## config.mk

```make
export PLATFORM = sky130hd
export DESIGN_NAME = assembly_line_tokenizer
export DESIGN_NICKNAME = d
export VERILOG_FILES = /design/src/sv/alt_pkg.sv /design/src/sv/alt_dpath.sv /design/src/sv/alt_ctrl.sv /design/src/sv/assembly_line_tokenizer.sv
export SDC_FILE = /design/constraint.sdc
export NUM_CORES = 1
export LEC_CHECK = 0
export BUFFER_PORTS_ARGS = -buffer_cell sky130_fd_sc_hd__buf_4
export CORE_ASPECT_RATIO = 1.4
export CORE_MARGIN = 5
export CORE_UTILIZATION = 40
export DETAILED_ROUTE_END_ITERATION = 7
export GPL_ROUTABILITY_DRIVEN = 0
export PLACE_DENSITY = 0.66
export SETUP_SLACK_MARGIN = 0.5
export SLEW_MARGIN = 0
export SYNTH_ARGS = -nofsm -noshare
export SYNTH_HDL_FRONTEND = slang
export SYNTH_SLANG_ARGS = --single-unit
export TNS_END_PERCENT = 30
```

## constraint.sdc

```tcl
create_clock -name clock -period 5.63 [get_ports clock]
set_input_delay 0.8445 -clock clock [delete_from_list [all_inputs] [get_ports clock]]
set_output_delay 0.8445 -clock clock [all_outputs]
set_load 0.005 [all_outputs]
```

## src/sv/alt_pkg.sv

```systemverilog
// ----------------------------------------------------------------------------
// alt_pkg
// Shared types and constants of the assembly line tokenizer: character codes,
// result tags, store selects and the controller/datapath interface structs.
// ----------------------------------------------------------------------------
`default_nettype none

package alt_pkg;

   // default configuration
   localparam int LINE_MAX_DEFAULT  = 64;
   localparam int ADDR_BITS_DEFAULT = 16;

   // field widths fixed by the interface
   localparam int CHAR_W     = 8;
   localparam int PART_W     = 3;
   localparam int KIND_W     = 2;
   localparam int LINE_NUM_W = 20;
   localparam int OUT_ADDR_W = 16;

   localparam logic [LINE_NUM_W-1:0] LINE_SAT = '1;

   // character codes
   localparam logic [CHAR_W-1:0] CH_NEWLINE   = 8'd10;
   localparam logic [CHAR_W-1:0] CH_TAB       = 8'd9;
   localparam logic [CHAR_W-1:0] CH_SPACE     = 8'd32;
   localparam logic [CHAR_W-1:0] CH_SLASH     = 8'd47;
   localparam logic [CHAR_W-1:0] CH_AT        = 8'd64;
   localparam logic [CHAR_W-1:0] CH_LPAREN    = 8'd40;
   localparam logic [CHAR_W-1:0] CH_RPAREN    = 8'd41;
   localparam logic [CHAR_W-1:0] CH_EQUALS    = 8'd61;
   localparam logic [CHAR_W-1:0] CH_SEMICOLON = 8'd59;

   // part tags
   localparam logic [PART_W-1:0] PART_SYMBOL = 3'd0;
   localparam logic [PART_W-1:0] PART_DEST   = 3'd1;
   localparam logic [PART_W-1:0] PART_COMP   = 3'd2;
   localparam logic [PART_W-1:0] PART_JUMP   = 3'd3;
   localparam logic [PART_W-1:0] PART_DELIM  = 3'd4;

   // command kinds
   localparam logic [KIND_W-1:0] KIND_ADDRESS = 2'd0;
   localparam logic [KIND_W-1:0] KIND_LABEL   = 2'd1;
   localparam logic [KIND_W-1:0] KIND_COMPUTE = 2'd2;

   // which character goes into the line buffer
   typedef logic [1:0] store_sel_type;
   localparam store_sel_type STORE_NONE  = 2'd0;
   localparam store_sel_type STORE_INPUT = 2'd1;
   localparam store_sel_type STORE_SLASH = 2'd2;
   localparam store_sel_type STORE_HELD  = 2'd3;

   // controller to datapath
   typedef struct packed {
      logic          accept;
      store_sel_type store_sel;
      logic          set_slash;
      logic          clr_slash;
      logic          set_comment;
      logic          classify;
      logic          read_char;
      logic          next_char;
      logic          clear_line;
   } cmd_type;

   // datapath to controller
   typedef struct packed {
      logic in_comment;
      logic slash_pending;
      logic is_end;
      logic is_newline;
      logic is_slash;
      logic is_blank;
      logic line_empty;
      logic emit_final;
   } status_type;

endpackage

`default_nettype wire

```

## src/sv/alt_dpath.sv

```systemverilog
// ----------------------------------------------------------------------------
// alt_dpath
// Datapath of the tokenizer: line buffer, comment and slash flags, first '='
// and ';' positions, line and address counters, and the result register.
// ----------------------------------------------------------------------------
`default_nettype none

module alt_dpath #(
   parameter int LINE_MAX  = alt_pkg::LINE_MAX_DEFAULT,
   parameter int ADDR_BITS = alt_pkg::ADDR_BITS_DEFAULT
) (
   input  wire logic               clock,
   input  wire logic               reset,
   input  wire logic [7:0]         req_tdata,
   input  wire logic [0:0]         req_tuser,
   input  wire alt_pkg::cmd_type   cmd,
   output alt_pkg::status_type     status,
   output logic [47:0]             rsp_tdata,
   output logic [5:0]              rsp_tuser,
   output logic                    rsp_tlast
);

   localparam int LEN_W = $clog2(LINE_MAX + 1);
   localparam int IDX_W = $clog2(LINE_MAX);

   // held input
   logic [alt_pkg::CHAR_W-1:0] char_ff;
   logic                       end_ff;

   // line state
   logic [alt_pkg::CHAR_W-1:0] mem [LINE_MAX];
   logic [LEN_W-1:0]           len_ff;
   logic                       slash_ff;
   logic                       comment_ff;
   logic                       eq_seen_ff;
   logic [IDX_W-1:0]           eq_pos_ff;
   logic                       sc_seen_ff;
   logic [IDX_W-1:0]           sc_pos_ff;
   logic                       ovf_ff;
   logic [alt_pkg::CHAR_W-1:0] first_ff;
   logic [alt_pkg::CHAR_W-1:0] last_ff;

   // counters
   logic [alt_pkg::LINE_NUM_W-1:0] line_ff;
   logic [ADDR_BITS-1:0]           addr_ff;

   // emission state
   logic [alt_pkg::LINE_NUM_W-1:0] emit_line_ff;
   logic [ADDR_BITS-1:0]           emit_addr_ff;
   logic [alt_pkg::KIND_W-1:0]     kind_ff;
   logic [IDX_W-1:0]               idx_ff;
   logic [alt_pkg::CHAR_W-1:0]     rd_char_ff;
   logic [alt_pkg::PART_W-1:0]     part_ff;
   logic                           fin_ff;

   logic [alt_pkg::CHAR_W-1:0]     wr_char;
   logic                           store_en;
   logic                           room;
   logic [IDX_W-1:0]               wr_idx;
   logic [alt_pkg::KIND_W-1:0]     kind_in;
   logic [alt_pkg::LINE_NUM_W-1:0] line_inc;
   logic [LEN_W-1:0]               idx_next_len;
   logic                           fin_in;
   logic [alt_pkg::PART_W-1:0]     part_in;
   logic [ADDR_BITS+15:0]          addr_wide;

   // store source select
   always_comb begin
      case (cmd.store_sel)
         alt_pkg::STORE_INPUT: wr_char = req_tdata;
         alt_pkg::STORE_SLASH: wr_char = alt_pkg::CH_SLASH;
         alt_pkg::STORE_HELD:  wr_char = char_ff;
         default:              wr_char = req_tdata;
      endcase
   end

   assign store_en = (cmd.store_sel != alt_pkg::STORE_NONE);
   assign room     = (len_ff < LEN_W'(LINE_MAX));
   assign wr_idx   = len_ff[IDX_W-1:0];

   // classification of the buffered line
   always_comb begin
      if (first_ff == alt_pkg::CH_AT) begin
         kind_in = alt_pkg::KIND_ADDRESS;
      end else if (first_ff == alt_pkg::CH_LPAREN && last_ff == alt_pkg::CH_RPAREN) begin
         kind_in = alt_pkg::KIND_LABEL;
      end else begin
         kind_in = alt_pkg::KIND_COMPUTE;
      end
   end

   assign line_inc = (line_ff != alt_pkg::LINE_SAT) ? line_ff + 1'b1 : line_ff;

   // tag of the character being read
   assign idx_next_len = LEN_W'(idx_ff) + 1'b1;
   assign fin_in       = (idx_next_len == len_ff);

   always_comb begin
      case (kind_ff)
         alt_pkg::KIND_ADDRESS: begin
            part_in = (idx_ff == '0) ? alt_pkg::PART_DELIM : alt_pkg::PART_SYMBOL;
         end
         alt_pkg::KIND_LABEL: begin
            part_in = (idx_ff == '0 || fin_in) ? alt_pkg::PART_DELIM : alt_pkg::PART_SYMBOL;
         end
         default: begin
            if ((eq_seen_ff && idx_ff == eq_pos_ff) || (sc_seen_ff && idx_ff == sc_pos_ff)) begin
               part_in = alt_pkg::PART_DELIM;
            end else if (eq_seen_ff && idx_ff < eq_pos_ff) begin
               part_in = alt_pkg::PART_DEST;
            end else if (sc_seen_ff && idx_ff > sc_pos_ff) begin
               part_in = alt_pkg::PART_JUMP;
            end else begin
               part_in = alt_pkg::PART_COMP;
            end
         end
      endcase
   end

   // input capture
   always_ff @(posedge clock) begin
      if (cmd.accept) begin
         char_ff <= req_tdata;
         end_ff  <= req_tuser[0];
      end
   end

   // line buffer write
   always_ff @(posedge clock) begin
      if (store_en && room) begin
         mem[wr_idx] <= wr_char;
      end
   end

   // buffer read with result tag
   always_ff @(posedge clock) begin
      if (cmd.read_char) begin
         rd_char_ff <= mem[idx_ff];
         part_ff    <= part_in;
         fin_ff     <= fin_in;
      end
   end

   // first and last kept characters
   always_ff @(posedge clock) begin
      if (store_en && room) begin
         last_ff <= wr_char;
         if (len_ff == '0) begin
            first_ff <= wr_char;
         end
      end
   end

   // line state
   always_ff @(posedge clock) begin
      if (reset) begin
         len_ff     <= '0;
         slash_ff   <= 1'b0;
         comment_ff <= 1'b0;
         eq_seen_ff <= 1'b0;
         sc_seen_ff <= 1'b0;
         ovf_ff     <= 1'b0;
      end else begin
         if (store_en) begin
            if (room) begin
               len_ff <= len_ff + 1'b1;
               if (wr_char == alt_pkg::CH_EQUALS && !eq_seen_ff) begin
                  eq_seen_ff <= 1'b1;
               end
               if (wr_char == alt_pkg::CH_SEMICOLON && !sc_seen_ff) begin
                  sc_seen_ff <= 1'b1;
               end
            end else begin
               ovf_ff <= 1'b1;
            end
         end
         if (cmd.set_slash) begin
            slash_ff <= 1'b1;
         end
         if (cmd.clr_slash) begin
            slash_ff <= 1'b0;
         end
         if (cmd.set_comment) begin
            comment_ff <= 1'b1;
         end
         if (cmd.clear_line) begin
            len_ff     <= '0;
            slash_ff   <= 1'b0;
            comment_ff <= 1'b0;
            eq_seen_ff <= 1'b0;
            sc_seen_ff <= 1'b0;
            ovf_ff     <= 1'b0;
         end
      end
   end

   // delimiter positions
   always_ff @(posedge clock) begin
      if (store_en && room) begin
         if (wr_char == alt_pkg::CH_EQUALS && !eq_seen_ff) begin
            eq_pos_ff <= wr_idx;
         end
         if (wr_char == alt_pkg::CH_SEMICOLON && !sc_seen_ff) begin
            sc_pos_ff <= wr_idx;
         end
      end
   end

   // line and address counters
   always_ff @(posedge clock) begin
      if (reset) begin
         line_ff <= '0;
         addr_ff <= '1;
      end else if (cmd.classify) begin
         if (end_ff) begin
            line_ff <= '0;
            addr_ff <= '1;
         end else begin
            line_ff <= line_inc;
            if (len_ff != '0 && kind_in != alt_pkg::KIND_LABEL) begin
               addr_ff <= addr_ff + 1'b1;
            end
         end
      end
   end

   // emission snapshot and read pointer
   always_ff @(posedge clock) begin
      if (cmd.classify) begin
         emit_line_ff <= line_inc;
         emit_addr_ff <= addr_ff + 1'b1;
         kind_ff      <= kind_in;
      end
   end

   always_ff @(posedge clock) begin
      if (reset) begin
         idx_ff <= '0;
      end else if (cmd.classify) begin
         idx_ff <= '0;
      end else if (cmd.next_char) begin
         idx_ff <= idx_ff + 1'b1;
      end
   end

   // status to the controller
   always_comb begin
      status.in_comment    = comment_ff;
      status.slash_pending = slash_ff;
      status.is_end        = req_tuser[0];
      status.is_newline    = (req_tdata == alt_pkg::CH_NEWLINE);
      status.is_slash      = (req_tdata == alt_pkg::CH_SLASH);
      status.is_blank      = (req_tdata == alt_pkg::CH_SPACE) || (req_tdata == alt_pkg::CH_TAB);
      status.line_empty    = (len_ff == '0);
      status.emit_final    = fin_ff;
   end

   // result packing
   assign addr_wide = {16'b0, emit_addr_ff};
   assign rsp_tdata = {4'b0, addr_wide[alt_pkg::OUT_ADDR_W-1:0], emit_line_ff, rd_char_ff};
   assign rsp_tuser = {ovf_ff, kind_ff, part_ff};
   assign rsp_tlast = fin_ff;

   // checks
   a_len_bound : assert property (@(posedge clock) disable iff (reset)
      len_ff <= LEN_W'(LINE_MAX))
      else $error("line length beyond buffer");

   a_read_in_line : assert property (@(posedge clock) disable iff (reset)
      cmd.read_char |-> (LEN_W'(idx_ff) < len_ff))
      else $error("read past kept characters");

   a_eq_in_line : assert property (@(posedge clock) disable iff (reset)
      eq_seen_ff |-> (LEN_W'(eq_pos_ff) < len_ff))
      else $error("equals position outside line");

endmodule

`default_nettype wire

```

## src/sv/alt_ctrl.sv

```systemverilog
// ----------------------------------------------------------------------------
// alt_ctrl
// Controller of the tokenizer: takes bytes, sequences the extra store of a
// held character after a lone slash, classifies a finished line and steps through its emission.
// ----------------------------------------------------------------------------
`default_nettype none

module alt_ctrl (
   input  wire logic                 clock,
   input  wire logic                 reset,
   input  wire logic                 req_tvalid,
   output logic                      req_tready,
   output logic                      rsp_tvalid,
   input  wire logic                 rsp_tready,
   input  wire alt_pkg::status_type  status,
   output alt_pkg::cmd_type          cmd
);

   localparam logic [2:0] S_IDLE     = 3'd0;
   localparam logic [2:0] S_STORE2   = 3'd1;
   localparam logic [2:0] S_CLASSIFY = 3'd2;
   localparam logic [2:0] S_READ     = 3'd3;
   localparam logic [2:0] S_SHOW     = 3'd4;

   logic [2:0] state_ff;
   logic [2:0] state_in;

   assign req_tready = (state_ff == S_IDLE);
   assign rsp_tvalid = (state_ff == S_SHOW);

   // next state and commands
   always_comb begin
      state_in = state_ff;
      cmd      = '0;
      case (state_ff)
         S_IDLE: begin
            if (req_tvalid) begin
               cmd.accept = 1'b1;
               if (status.is_end || status.is_newline) begin
                  // pending slash is kept before the line closes
                  if (status.slash_pending && (status.is_end || !status.in_comment)) begin
                     cmd.store_sel = alt_pkg::STORE_SLASH;
                     cmd.clr_slash = 1'b1;
                  end
                  state_in = S_CLASSIFY;
               end else if (status.in_comment) begin
                  cmd.store_sel = alt_pkg::STORE_NONE;
               end else if (status.slash_pending) begin
                  cmd.clr_slash = 1'b1;
                  if (status.is_slash) begin
                     cmd.set_comment = 1'b1;
                  end else begin
                     cmd.store_sel = alt_pkg::STORE_SLASH;
                     if (!status.is_blank) begin
                        state_in = S_STORE2;
                     end
                  end
               end else if (status.is_slash) begin
                  cmd.set_slash = 1'b1;
               end else if (!status.is_blank) begin
                  cmd.store_sel = alt_pkg::STORE_INPUT;
               end
            end
         end
         S_STORE2: begin
            cmd.store_sel = alt_pkg::STORE_HELD;
            state_in      = S_IDLE;
         end
         S_CLASSIFY: begin
            cmd.classify = 1'b1;
            if (status.line_empty) begin
               cmd.clear_line = 1'b1;
               state_in       = S_IDLE;
            end else begin
               state_in = S_READ;
            end
         end
         S_READ: begin
            cmd.read_char = 1'b1;
            state_in      = S_SHOW;
         end
         S_SHOW: begin
            if (rsp_tready) begin
               if (status.emit_final) begin
                  cmd.clear_line = 1'b1;
                  state_in       = S_IDLE;
               end else begin
                  cmd.next_char = 1'b1;
                  state_in      = S_READ;
               end
            end
         end
         default: begin
            state_in = S_IDLE;
         end
      endcase
   end

   always_ff @(posedge clock) begin
      if (reset) begin
         state_ff <= S_IDLE;
      end else begin
         state_ff <= state_in;
      end
   end

   // checks
   a_one_side : assert property (@(posedge clock) disable iff (reset)
      !(req_tready && rsp_tvalid))
      else $error("input and result sides open together");

   a_end_classify : assert property (@(posedge clock) disable iff (reset)
      (state_ff == S_IDLE && req_tvalid && (status.is_end || status.is_newline))
         |=> (state_ff == S_CLASSIFY))
      else $error("line end not followed by classify");

   a_read_show : assert property (@(posedge clock) disable iff (reset)
      (state_ff == S_READ) |=> (state_ff == S_SHOW))
      else $error("buffer read not followed by result");

   a_store2_idle : assert property (@(posedge clock) disable iff (reset)
      (state_ff == S_STORE2) |=> (state_ff == S_IDLE))
      else $error("held character store did not return to idle");

endmodule

`default_nettype wire

```

## src/sv/assembly_line_tokenizer.sv

```systemverilog
// ----------------------------------------------------------------------------
// assembly_line_tokenizer
// Splits assembly source into tagged characters of commands, one line at a
// time, with line number and instruction address on every result.
// ----------------------------------------------------------------------------
// Usage:
//   req_* takes one source byte per transfer; req_tuser marks end of input,
//   which flushes the pending line and restarts the line and address counts.
//   rsp_* gives one transfer per kept character of a non-empty line, with
//   rsp_tlast on the final character of the command.
// Flow:
//   an ordinary byte is taken straight from idle; a kept byte right after a lone
//   slash also goes through an extra store state, as both characters go through
//   the single buffer write port. A newline or end of input is accepted, then the
//   line is classified, then each kept character goes through a buffer read, then
//   the result register. Input is not taken while a line is being emitted.
// Reset:
//   clears the line length, the line flags and the counters; the first address or compute
//   command gets address 0. No clearing pass of the line buffer is needed.
// Stall:
//   a stalled result holds in place until rsp_tready is seen high.
// ----------------------------------------------------------------------------
`default_nettype none

module assembly_line_tokenizer #(
   parameter int LINE_MAX  = alt_pkg::LINE_MAX_DEFAULT,
   parameter int ADDR_BITS = alt_pkg::ADDR_BITS_DEFAULT
) (
   input  wire logic        clock,
   input  wire logic        reset,
   input  wire logic        req_tvalid,
   output logic             req_tready,
   input  wire logic [7:0]  req_tdata,   // char_code[7:0]
   input  wire logic [0:0]  req_tuser,   // end_of_input[0]
   output logic             rsp_tvalid,
   input  wire logic        rsp_tready,
   output logic [47:0]      rsp_tdata,   // out_char[7:0], line_number[27:8],
                                         // instr_address[43:28], zero[47:44]
   output logic [5:0]       rsp_tuser,   // part[2:0], command_type[4:3], truncated[5]
   output logic             rsp_tlast
);

   alt_pkg::cmd_type    cmd;
   alt_pkg::status_type status;

   alt_ctrl u_ctrl (
      .clock      (clock),
      .reset      (reset),
      .req_tvalid (req_tvalid),
      .req_tready (req_tready),
      .rsp_tvalid (rsp_tvalid),
      .rsp_tready (rsp_tready),
      .status     (status),
      .cmd        (cmd)
   );

   alt_dpath #(
      .LINE_MAX  (LINE_MAX),
      .ADDR_BITS (ADDR_BITS)
   ) u_dpath (
      .clock     (clock),
      .reset     (reset),
      .req_tdata (req_tdata),
      .req_tuser (req_tuser),
      .cmd       (cmd),
      .status    (status),
      .rsp_tdata (rsp_tdata),
      .rsp_tuser (rsp_tuser),
      .rsp_tlast (rsp_tlast)
   );

endmodule

`default_nettype wire
```

==> results.rst, run 1 <==
.. list-table::
   :header-rows: 1

   * - Metric
     - Value
   * - Outcome
     - complete, no violations
   * - Row cnt
     - about 110
   * - Number of buffers created by CTS
     - 58
   * - Register area share after synthesis
     - 0.714
   * - Synth Warn #
     - 0
   * - Initial drt markers
     - approximately 1300
   * - Root Driver
     - sky130_fd_sc_hd__clkbuf_16
   * - Share of total power in the clock network
     - 0.401
   * - Routed wire length
     - 63200 um
   * - Final core utilization
     - 0.454
   * - Number of maximum-capacitance violations
     - 0
   * - Worst setup path category
     - reg2reg
   * - Synthesis-to-layout area growth
     - 12.7%
   * - Worst hold-check slack
     - 0.434 ns
   * - Crit start category
     - register
   * - Total routing usage reported by global routing
     - 0.172
   * - Placed cell count
     - 2412
   * - Data arrival time of the worst path
     - roughly 3.9 ns
   * - # setup viols final
     - 0
   * - Critical path peak fanout
     - 15
   * - Number of primary I/O pins
     - 70
   * - Sw Pwr
     - 2.15 mW
   * - Final Cell Area
     - roughly 0.03 mm2
   * - Yosys top cell area share
     - 0.671
   * - Post-synthesis sequential element count
     - 656
   * - Part of the cycle the worst path needs
     - 0.641
   * - Area of the die
     - 0.0723 mm2
   * - Power per cell area
     - 326 mW/mm2
   * - Type of destination of the critical path
     - register
   * - Sequential power share
     - 0.555
   * - Main flop type after synthesis
     - sky130_fd_sc_hd__edfxtp_1
   * - Global-route wire length before repair
     - 94400 um
   * - Latest clock arrival within the worst-skew pair
     - 0.63 ns
   * - Int Pwr
     - between 7 and 8 mW
   * - Via count of the first global-routing pass
     - 14700
   * - Switching part of the total power
     - 0.219
   * - TritonCTS clock tree
     - done
   * - Share of post-route cells with drive strength above 1
     - 0.213
   * - Number of filler cells placed in the layout
     - 5570
   * - Actual slew at the worst max-slew pin
     - 1.06 ns
   * - Residual overflow from global routing
     - 0
   * - Die W
     - 229 um
   * - Syn Std Cell Area
     - 0.0268 mm2
   * - Final HPWL from detailed placement
     - roughly 40000 um
   * - Leakage Power
     - 9.50 nW
   * - Peak ir drop on the vdd network
     - about 0.25 mV
   * - Proportion of synthesized flip-flops having asynchronous set or reset
     - 0
   * - Maximum clock insertion buffer count
     - 3
   * - Hold buffer count at cts
     - 0
   * - Crit path required time
     - approximately 5.9 ns
   * - Number of cells produced by synthesis
     - around 1500
   * - Summed negative setup slack over all endpoints
     - 0 ns
   * - Class of the most critical hold timing path
     - in2reg
   * - Average size of a mapped cell
     - roughly 17 um2
   * - Final count of hold timing violations
     - 0
   * - Area after DPL
     - 0.0283 mm2
   * - Post-layout instance count excluding filler cells
     - 2519
   * - Via count
     - 14500
   * - Most numerous cell in the Yosys netlist
     - sky130_fd_sc_hd__edfxtp_1
   * - Drc violations
     - 0
   * - Number of antenna violations at the first check in global routing
     - 0
   * - First-pass DRT Iterations
     - 8
   * - Dominant cell type by area after synthesis
     - sky130_fd_sc_hd__edfxtp_1
   * - Count of unique library cells instantiated by Yosys
     - 80
   * - Worst setup skew after layout
     - 0.0259 ns
   * - Clk sink count
     - roughly 660
   * - Post-CTS resize count
     - 0
   * - Height of the chip
     - 316 um
   * - Crit path time final
     - 3.61 ns
   * - Worst setup path startpoint
     - u_ctrl.state_ff[0]$_SDFFE_PP0P_
   * - Count of flip-flops with a built-in enable after synthesis
     - 599
   * - Detailed-route wire length per cell
     - 25.1 um
   * - Maximum clock frequency
     - 0.277 GHz
   * - Buffer count from post-CTS setup fixing
     - 0
   * - Initial standard-cell utilization of the core
     - 0.403
   * - Max-Slew Margin vs Limit
     - 0.292
   * - Standard cell core area
     - 0.0666 mm2
   * - Worst reg2reg path startpoint
     - u_ctrl.state_ff[0]$_SDFFE_PP0P_
   * - Count of buffers inserted at the top-level ports
     - 65
   * - Share of power burned in combinational logic
     - 0.044
   * - Clock-pin slew on the worst setup and hold paths
     - 0.07 ns
   * - Maximum number of pins on one net before global-route repair
     - between 60 and 70
   * - Number of diodes added for antenna fixing
     - 0
   * - Unrepaired setup endpoints after global routing
     - false
   * - Startpoint of the most critical hold path
     - req_tdata[1]
   * - Synth top cells by count
     - 599 x sky130_fd_sc_hd__edfxtp_1, 128 x sky130_fd_sc_hd__mux4_2, 126 x sky130_fd_sc_hd__nor2_1, 57 x sky130_fd_sc_hd__dfxtp_1
   * - Final slew viol count
     - 0
   * - Final Net Count
     - between 1500 and 2000
   * - Top cells by area in the synthesized netlist
     - sky130_fd_sc_hd__edfxtp_1 67%, sky130_fd_sc_hd__mux4_2 11%, sky130_fd_sc_hd__dfxtp_1 4.3%
   * - Number of antenna-violating nets in the routed design
     - 0
   * - Via-to-Cell Ratio
     - 5.77
   * - H-tree level count
     - 2
[through the flow]
stage	worst slack (ns)	total power [mW]
detailed placement	1.53	6.02
CTS	1.96	9.94
finish	2.02	9.85
floorplan	0.577	5.81
global placement	1.66	6.01
global route	1.80	10.2
[cell usage in the layout, fill, tap and decap left out, types with 15 or more instances in the layout]
cell type / netlist / final
sky130_fd_sc_hd__inv_1: 34 / 33
sky130_fd_sc_hd__nand2_1: 43 / 43
sky130_fd_sc_hd__edfxtp_1: 599 / 599
sky130_fd_sc_hd__nand3_1: 23 / 23
sky130_fd_sc_hd__and3_1: 18 / 18
sky130_fd_sc_hd__nor3_1: 22 / 22
sky130_fd_sc_hd__a22oi_1: 18 / 18
sky130_fd_sc_hd__buf_4: 13 / 90
sky130_fd_sc_hd__nand4_1: 15 / 15
sky130_fd_sc_hd__a221oi_1: 17 / 17
sky130_fd_sc_hd__a31oi_1: 18 / 16
sky130_fd_sc_hd__clkbuf_16: 0 / 58
sky130_fd_sc_hd__o21ai_0: 36 / 33
sky130_fd_sc_hd__dfxtp_1: 57 / 54
sky130_fd_sc_hd__mux2i_1: 39 / 39
sky130_fd_sc_hd__xnor2_1: 25 / 25
sky130_fd_sc_hd__a21oi_1: 43 / 40
sky130_fd_sc_hd__xor2_1: 16 / 16
sky130_fd_sc_hd__nor2_1: 126 / 125
sky130_fd_sc_hd__ha_1: 18 / 18
sky130_fd_sc_hd__mux4_2: 128 / 128
[critical path, stage by stage (launching register included)]
cell	delay (ns)
sky130_fd_sc_hd__dfxtp_1	0.39
sky130_fd_sc_hd__nor4b_4	0.81
sky130_fd_sc_hd__and2b_1	0.25
sky130_fd_sc_hd__a41o_1	0.56
sky130_fd_sc_hd__o211ai_2	0.51
sky130_fd_sc_hd__nor2_1	0.71
[cells by family after synthesis]
| group | Yosys count | share of synthesized area |
|---|---|---|
| AND/OR/NAND/NOR | 329 | 0.0650 |
| multiplexers | 167 | 0.122 |
| other | 1 | 0.000140 |
| XOR/XNOR | 41 | 0.0134 |
| adder cells (fa/ha/maj) | 18 | 0.00840 |
| AO/OA/AOI/OAI | 216 | 0.0570 |
| buffers and inverters | 118 | 0.0201 |
| flip-flops | 656 | 0.714 |
[flip-flops by register name, indices dropped and copies added, names as in the netlist, 2 cells and up]
signal                count
u_ctrl.state_ff           3
u_dpath.addr_ff          16
u_dpath.char_ff           8
u_dpath.emit_addr_ff     16
u_dpath.emit_line_ff     20
u_dpath.eq_pos_ff         6
u_dpath.first_ff          8
u_dpath.idx_ff            6
u_dpath.kind_ff           2
u_dpath.last_ff           8
u_dpath.len_ff            7
u_dpath.line_ff          20
u_dpath.mem             512
u_dpath.part_ff           3
u_dpath.rd_char_ff        8
u_dpath.sc_pos_ff         6
[area by class of cell]
| type | instances | area [um2] | share of cell area |
|---|---|---|---|
| clock buffers | 62 | 1470 | 0.0486 |
| clock inverters | 45 | 432 | 0.0143 |
| inverters | 34 | 128 | 0.00423 |
| flip-flops and latches | 656 | 19100 | 0.634 |
| repair buffers | 92 | 716 | 0.0237 |
| well taps | 855 | 1070 | 0.0354 |
| multi-input cells | 775 | 7240 | 0.240 |
[power by group through the flow]
stage | sequential [mW] | clock, mW | combinational (mW)
final | 5.47 | 3.95 | 0.435
after global routing | 5.47 | 4.23 | 0.472
after CTS | 5.47 | 4.03 | 0.444
after detailed placement | 5.57 | 0 | 0.443
after global placement | 5.57 | 0 | 0.438
after floorplan | 5.58 | 0 | 0.227
[path summary, 6_finish.rpt]
kind	end	slack [ns]	cells after the start
hold reg to reg	u_dpath.ovf_ff$_SDFFE_PP0P_	0.48	1
setup reg to reg	u_dpath.mem[31][3]$_DFFE_PP_	2.02	5
hold / removal	u_dpath.char_ff[1]$_DFFE_PP_	0.43	1
setup / recovery	u_dpath.mem[31][3]$_DFFE_PP_	2.02	5
[routing by layer]
layer / track usage / wire length [um]
met5: 0 / 0
met4: 0.0603 / 2310
met3: 0.0293 / 4120
met2: 0.313 / 33400
met1: 0.206 / 23300
Note: power is estimated with default switching activity, not from simulation.
==> run 2: changes to the inputs <==
- PLACE_DENSITY: 0.66 -> 0.68
- clock period: 5.63 -> 2.93 ns (I/O delays scaled with it)
==> run 2 against run 1 <==
Net effect:
- hold slack worse by 0.39 ns
- sequential power up 92%
- non-clock buffer count up 74
- register-to-register slack worse by 1.7 ns
- highest routed layer unchanged
==> results.rst, run 2 (same netlist as run 1, synthesis figures left out) <==
.. list-table::
   :header-rows: 1

   * - Metric
     - Value
   * - Outcome
     - complete, no violations
   * - Final slew viol count
     - 0
   * - Row cnt
     - roughly 110
   * - TritonCTS clock tree
     - done
   * - Standard cell core area
     - around 0.067 mm2
   * - Data arrival time of the worst path
     - 2.91 ns
   * - Max FFs per register
     - 512
   * - Cells along the critical path
     - buf_4 > bufbuf_16 > buf_4 > mux4_2 > mux2i_1 > o21ai_0 > and4_1
   * - Via count
     - ~15000
   * - Crit path time final
     - 2.58 ns
   * - Count of buffering cells on the critical path with inverters included
     - 3
   * - Global-route wire length before repair
     - 94800 um
   * - Final Net Count
     - 1719
   * - Routed wire length
     - 62800 um
   * - Library cell appearing most often on the critical path
     - sky130_fd_sc_hd__buf_4
   * - Actual slew at the worst max-slew pin
     - roughly 1.0 ns
   * - First-pass DRT Iterations
     - 5
   * - Unrepaired setup endpoints after global routing
     - true
   * - Crit path required time
     - 3.27 ns
   * - Leakage Power
     - 9.96 nW
   * - H-tree level count
     - 2
   * - Power per cell area
     - 588 mW/mm2
   * - Critical path's top delay family
     - multiplexers
   * - Drc violations
     - 0
   * - Clock-pin slew on the worst setup and hold paths
     - 0.07 ns
   * - Number of primary I/O pins
     - 70
   * - Most frequent cells in the layout
     - 599 x sky130_fd_sc_hd__edfxtp_1, 134 x sky130_fd_sc_hd__buf_4, 128 x sky130_fd_sc_hd__mux4_2, 65 x sky130_fd_sc_hd__nor2_1, 55 x sky130_fd_sc_hd__clkbuf_16
   * - Number of buffers created by CTS
     - 55
   * - Area of the die
     - about 0.072 mm2
   * - Residual overflow from global routing
     - 0
   * - Final HPWL from detailed placement
     - about 41000 um
   * - Crit start category
     - register
   * - Count of buffers inserted at the top-level ports
     - 65
   * - Maximum clock frequency
     - 0.388 GHz
   * - Final Total Pwr
     - 18.4 mW
   * - Final count of hold timing violations
     - 0
   * - Registers with the highest flip-flop counts
     - u_dpath.mem: 512 flops, u_dpath.emit_line_ff: 20 flops, u_dpath.line_ff: 20 flops
   * - Most common cell after layout, fill and taps aside
     - sky130_fd_sc_hd__edfxtp_1
   * - Via-to-Cell Ratio
     - 5.67
   * - Total routing usage reported by global routing
     - 0.171
   * - Type of destination of the critical path
     - register
   * - Worst setup path category
     - reg2reg
   * - Number of maximum-capacitance violations
     - 0
   * - # setup viols final
     - 0
   * - Height of the chip
     - 316 um
   * - Via count of the first global-routing pass
     - 15100
   * - Clk sink count
     - ~660
   * - Latest clock arrival within the worst-skew pair
     - 0.60 ns
   * - Maximum clock insertion buffer count
     - 3
   * - Final core utilization
     - 0.470
   * - Initial drt markers
     - 1201
   * - Number of antenna-violating nets in the routed design
     - 0
   * - Crit path max-delay cell type
     - sky130_fd_sc_hd__mux4_2
   * - Maximum number of pins on one net before global-route repair
     - between 60 and 70
   * - Peak ir drop on the vdd network
     - ~0.47 mV
   * - Worst setup skew after layout
     - 0.0235 ns
   * - Detailed-route wire length per cell
     - 24.3 um
   * - Class of the most critical hold timing path
     - in2reg
   * - Share of post-route cells with drive strength above 1
     - 0.286
   * - Synthesis-to-layout area growth
     - 16.8%
   * - Initial standard-cell utilization of the core
     - 0.403
   * - Root Driver
     - sky130_fd_sc_hd__clkbuf_16
   * - Max-Slew Margin vs Limit
     - 0.331
   * - Die W
     - 229 um
   * - Number of filler cells placed in the layout
     - 5408
   * - Top register by number of flip-flops
     - u_dpath.mem
   * - Part of the cycle the worst path needs
     - 0.880
   * - Biggest cell delay along the critical path
     - around 0.51 ns
   * - Critical path peak fanout
     - 11
   * - Number of diodes added for antenna fixing
     - 0
   * - Number of antenna violations at the first check in global routing
     - 0
==> run 2: changes by cell type in the layout (fill, tap and decap cells not counted), moves of 7 or more <==
cell / previous run / this run
sky130_fd_sc_hd__nor2_1: 125 / 65
sky130_fd_sc_hd__nor2_4: 0 / 32
sky130_fd_sc_hd__clkbuf_1: 4 / 13
sky130_fd_sc_hd__buf_12: 2 / 24
sky130_fd_sc_hd__nor2_2: 2 / 30
sky130_fd_sc_hd__buf_4: 90 / 134
sky130_fd_sc_hd__clkinvlp_4: 8 / 1
==> run 2: cell type report <==
cell class	count	area [um2]	share of cell area
clock buffer	68	1430	0.0455
clock inverter	31	249	0.00795
inverter	34	128	0.00408
multi-input combinational	775	7660	0.245
sequential	656	19100	0.611
tap	855	1070	0.0342
timing repair buffer	166	1630	0.0520
==> run 2: worst paths after layout <==
path | endpoint | depth (start not counted) | slack, ns | startpoint
max | u_dpath.rd_char_ff[4]$_DFFE_PP_ | 7 | 0.35 | u_dpath.idx_ff[0]$_SDFFE_PP0P_
min | u_dpath.char_ff[1]$_DFFE_PP_ | 1 | 0.04 | req_tdata[1]
max reg2reg | u_dpath.rd_char_ff[4]$_DFFE_PP_ | 7 | 0.35 | u_dpath.idx_ff[0]$_SDFFE_PP0P_
min reg2reg | u_dpath.ovf_ff$_SDFFE_PP0P_ | 1 | 0.48 | u_dpath.ovf_ff$_SDFFE_PP0P_
==> run 2: power by group <==
group / switching (mW) / total (mW) / internal [mW]
Clock: 3.23 / 6.96 / 3.73
Combinational: 0.658 / 0.945 / 0.286
Sequential: 0.0448 / 10.5 / 10.4
Total: 3.93 / 18.4 / 14.5
==> run 2: what timing repair did <==
action | in CTS | in global routing
hold buffers | 0 | 0
pin swaps | 6 | 2
gates cloned | 2 | 0
endpoints found under the setup margin | 497 | 574
resized for setup | 83 | 47
buffers inserted | 11 | 1
==> run 2: stage by stage <==
step	setup TNS [ns]	hold slack (ns)	cell area [um2]	worst slack [ns]	cells
3_5_place_dp	-0.215	0.464	29000	-0.0275	2472
3_3_place_gp	0	0.463	29000	0.0434	2472
4_1_cts	0	0.0134	31100	0.307	2584
5_1_grt	0	0.0308	31300	0.312	2585
6_report	0	0.0447	31300	0.353	2585
2_1_floorplan	0	0.442	26900	0.196	1549
==> run 2: metal layers <==
layer,up-vias,track usage,part of all wire
li1,6494,-,-
met1,7473,0.199,0.37
met2,565,0.315,0.53
met3,128,0.0245,0.053
met4,0,0.0758,0.049
met5,-,0,0
==> run 3: changes to the inputs <==
- HOLD_SLACK_MARGIN: unset -> 0.06
==> run 3 against run 2 <==
Net effect:
- global-route usage about the same
- routed wire length barely moved
- via count barely moved
- critical endpoint unchanged
- largest cell class unchanged
- highest routed layer unchanged
==> results.rst, run 3 (same netlist as run 1, synthesis figures left out) <==
.. list-table::
   :header-rows: 1

   * - Metric
     - Value
   * - Maximum clock insertion buffer count
     - 3
   * - TritonCTS clock tree
     - done
   * - Crit path max-delay cell type
     - sky130_fd_sc_hd__mux4_2
   * - Power per cell area
     - 586 mW/mm2
   * - Area after DPL
     - 0.0290 mm2
   * - Number of antenna violations at the first check in global routing
     - 0
   * - Maximum number of pins on one net before global-route repair
     - 67
   * - Critical path peak fanout
     - 11
   * - Max FFs per register
     - 512
   * - Number of primary I/O pins
     - 70
   * - Drc violations
     - 0
   * - Share of power burned in combinational logic
     - 0.052
   * - Residual overflow from global routing
     - 0
   * - Part of the cycle the worst path needs
     - 0.885
   * - Via count
     - 14700
   * - Worst Reg2Reg Path Length in Cells
     - 7
   * - Sw Pwr
     - 3.92 mW
   * - Crit start category
     - register
   * - Area of the die
     - between 0.07 and 0.08 mm2
   * - Actual slew at the worst max-slew pin
     - 0.999 ns
   * - Min setup slack post-route
     - 0.337 ns
   * - Class of the most critical hold timing path
     - in2reg
   * - Detailed-route wire length per cell
     - roughly 24 um
   * - First-pass DRT Iterations
     - 7
   * - Unrepaired setup endpoints after global routing
     - true
   * - Clk sink count
     - 656
   * - Initial standard-cell utilization of the core
     - 0.403
   * - Crit path required time
     - around 3.3 ns
   * - Maximum clock frequency
     - 0.386 GHz
   * - Share of total power in the clock network
     - 0.378
   * - Total routing usage reported by global routing
     - 0.171
   * - Placed cell count
     - 2472
   * - Height of the chip
     - 316 um
   * - Peak ir drop on the vdd network
     - 0.465 mV
   * - Root Driver
     - sky130_fd_sc_hd__clkbuf_16
   * - Reg2reg setup slack
     - around 0.34 ns
   * - Worst reg2reg path startpoint
     - u_dpath.idx_ff[0]$_SDFFE_PP0P_
   * - Hold Path End
     - u_dpath.end_ff$_DFFE_PP_
   * - Top register by number of flip-flops
     - u_dpath.mem
   * - Number of maximum-capacitance violations
     - 0
   * - Initial drt markers
     - roughly 1100
   * - Share of post-route cells with drive strength above 1
     - 0.285
   * - Most common cell after layout, fill and taps aside
     - sky130_fd_sc_hd__edfxtp_1
   * - Global-route wire length before repair
     - about 95000 um
   * - Sequential power share
     - 0.570
   * - H-tree level count
     - 2
   * - Startpoint of the most critical hold path
     - req_tuser
   * - # setup viols final
     - 0
   * - Crit path time final
     - 2.59 ns
   * - Final HPWL from detailed placement
     - around 41000 um
   * - Via-to-Cell Ratio
     - between 5 and 6
   * - Count of buffers inserted at the top-level ports
     - 65
   * - Type of destination of the critical path
     - register
   * - Biggest cell delay along the critical path
     - between 0.5 and 0.6 ns
   * - Number of antenna-violating nets in the routed design
     - 0
   * - Post-Place Worst Slack
     - -0.0275 ns
   * - Die W
     - 229 um
   * - R2R Path End
     - u_dpath.rd_char_ff[4]$_DFFE_PP_
   * - Row cnt
     - 112
   * - Final count of hold timing violations
     - 0
   * - Number of buffers created by CTS
     - between 50 and 60
   * - Summed negative setup slack over all endpoints
     - 0 ns
   * - Registers with the highest flip-flop counts
     - u_dpath.mem: 512 flops, u_dpath.emit_line_ff: 20 flops, u_dpath.line_ff: 20 flops
   * - Max-Slew Margin vs Limit
     - 0.332
   * - Number of diodes added for antenna fixing
     - 0
   * - Latest clock arrival within the worst-skew pair
     - 0.60 ns
   * - Cells along the critical path
     - buf_4 > bufbuf_16 > buf_4 > mux4_2 > mux2i_1 > o21ai_0 > and4_1
   * - Library cell appearing most often on the critical path
     - sky130_fd_sc_hd__buf_4
   * - Worst setup skew after layout
     - 0.0225 ns
   * - Routed wire length
     - 62800 um
   * - Data arrival time of the worst path
     - between 2 and 3 ns
   * - Via count of the first global-routing pass
     - about 15000
   * - Final slew viol count
     - 0
   * - Worst Hold Depth
     - 1
   * - Leakage Power
     - 9.99 nW
   * - Switching part of the total power
     - 0.213
   * - Post-layout instance count excluding filler cells
     - approximately 2600
   * - Final Net Count
     - 1727
   * - Int Pwr
     - 14.5 mW
   * - Most frequent cells in the layout
     - 599 x sky130_fd_sc_hd__edfxtp_1, 134 x sky130_fd_sc_hd__buf_4, 128 x sky130_fd_sc_hd__mux4_2, 65 x sky130_fd_sc_hd__nor2_1, 55 x sky130_fd_sc_hd__clkbuf_16
   * - Outcome
     - complete, no violations
   * - Clock-pin slew on the worst setup and hold paths
     - approximately 0.070 ns
   * - Standard cell core area
     - 0.0666 mm2
   * - Synthesis-to-layout area growth
     - 17.1%
   * - Worst setup path category
     - reg2reg
   * - Final Cell Area
     - 0.0314 mm2
[run 3: changes by cell type in the layout (fill, tap and decap cells not counted)]
cell,previous run,this run
sky130_fd_sc_hd__dlygate4sd3_1,0,8
[run 3: cell type report]
cell class / count / area [um2]
Multi-Input combinational cell: 775 / 7660
Clock inverter: 31 / 249
Sequential cell: 656 / 19100
Inverter: 34 / 128
Fill cell: 5399 / 35200
Clock buffer: 68 / 1430
Tap cell: 855 / 1070
Timing Repair Buffer: 174 / 1710
[run 3: worst max path at each step]
stage / slack [ns] / endpoint / startpoint
4_1_cts: 0.31 / u_dpath.mem[52][4]$_DFFE_PP_ / u_ctrl.state_ff[1]$_SDFFE_PP0P_
6_report: 0.34 / u_dpath.rd_char_ff[4]$_DFFE_PP_ / u_dpath.idx_ff[0]$_SDFFE_PP0P_
5_1_grt: 0.31 / u_dpath.mem[56][7]$_DFFE_PP_ / u_ctrl.state_ff[1]$_SDFFE_PP0P_
3_3_place_gp: 0.04 / u_dpath.mem[1][3]$_DFFE_PP_ / req_tdata[3]
2_1_floorplan: 0.20 / u_dpath.first_ff[4]$_DFFE_PP_ / req_tdata[6]
3_5_place_dp: -0.03 / u_dpath.mem[13][7]$_DFFE_PP_ / req_tdata[3]
[run 3: power groups by stage]
stage / sequential, mW / combinational, mW / clock, mW
2_1_floorplan: 10.7 / 0.452 / 0
5_1_grt: 10.5 / 1.02 / 7.46
3_3_place_gp: 10.7 / 0.908 / 0
6_report: 10.5 / 0.951 / 6.95
4_1_cts: 10.5 / 0.947 / 7.06
3_5_place_dp: 10.7 / 0.923 / 0
[run 3: timing repair]
| action | in CTS | in global routing |
|---|---|---|
| hold buffers | 8 | 0 |
| gates cloned | 2 | 0 |
| resized for setup | 83 | 47 |
| endpoints found under the setup margin | 497 | 574 |
| buffers inserted | 11 | 1 |
| hold endpoints to repair | 8 | 0 |
| pin swaps | 6 | 2 |
[run 3: routing by layer]
layer	wire (um)	vias to the layer above	track usage
li1	-	6500	-
met1	22700	7428	0.199
met2	33500	607	0.315
met3	3600	129	0.0244
met4	3110	0	0.0758
met5	0	-	0
[run 3: through the flow]
| step | power [mW] | hold slack, ns | util |
|---|---|---|---|
| floorplan | 11.1 | 0.442 | - |
| global placement | 11.6 | 0.463 | 0.436 |
| detailed placement | 11.6 | 0.464 | 0.436 |
| CTS | 18.5 | 0.0785 | 0.469 |
| global route | 19.0 | 0.0827 | 0.471 |
| finish | 18.4 | 0.108 | 0.471 |
[run 3: critical path, delay by kind of cell (launching register included)]
family                 cells  cell delay, ns
AOI/OAI and AO/OA          1            0.22
DFF                        1            0.35
and+or+nand+nor            1            0.26
buffers and inverters      3            0.72
muxes                      2            0.77
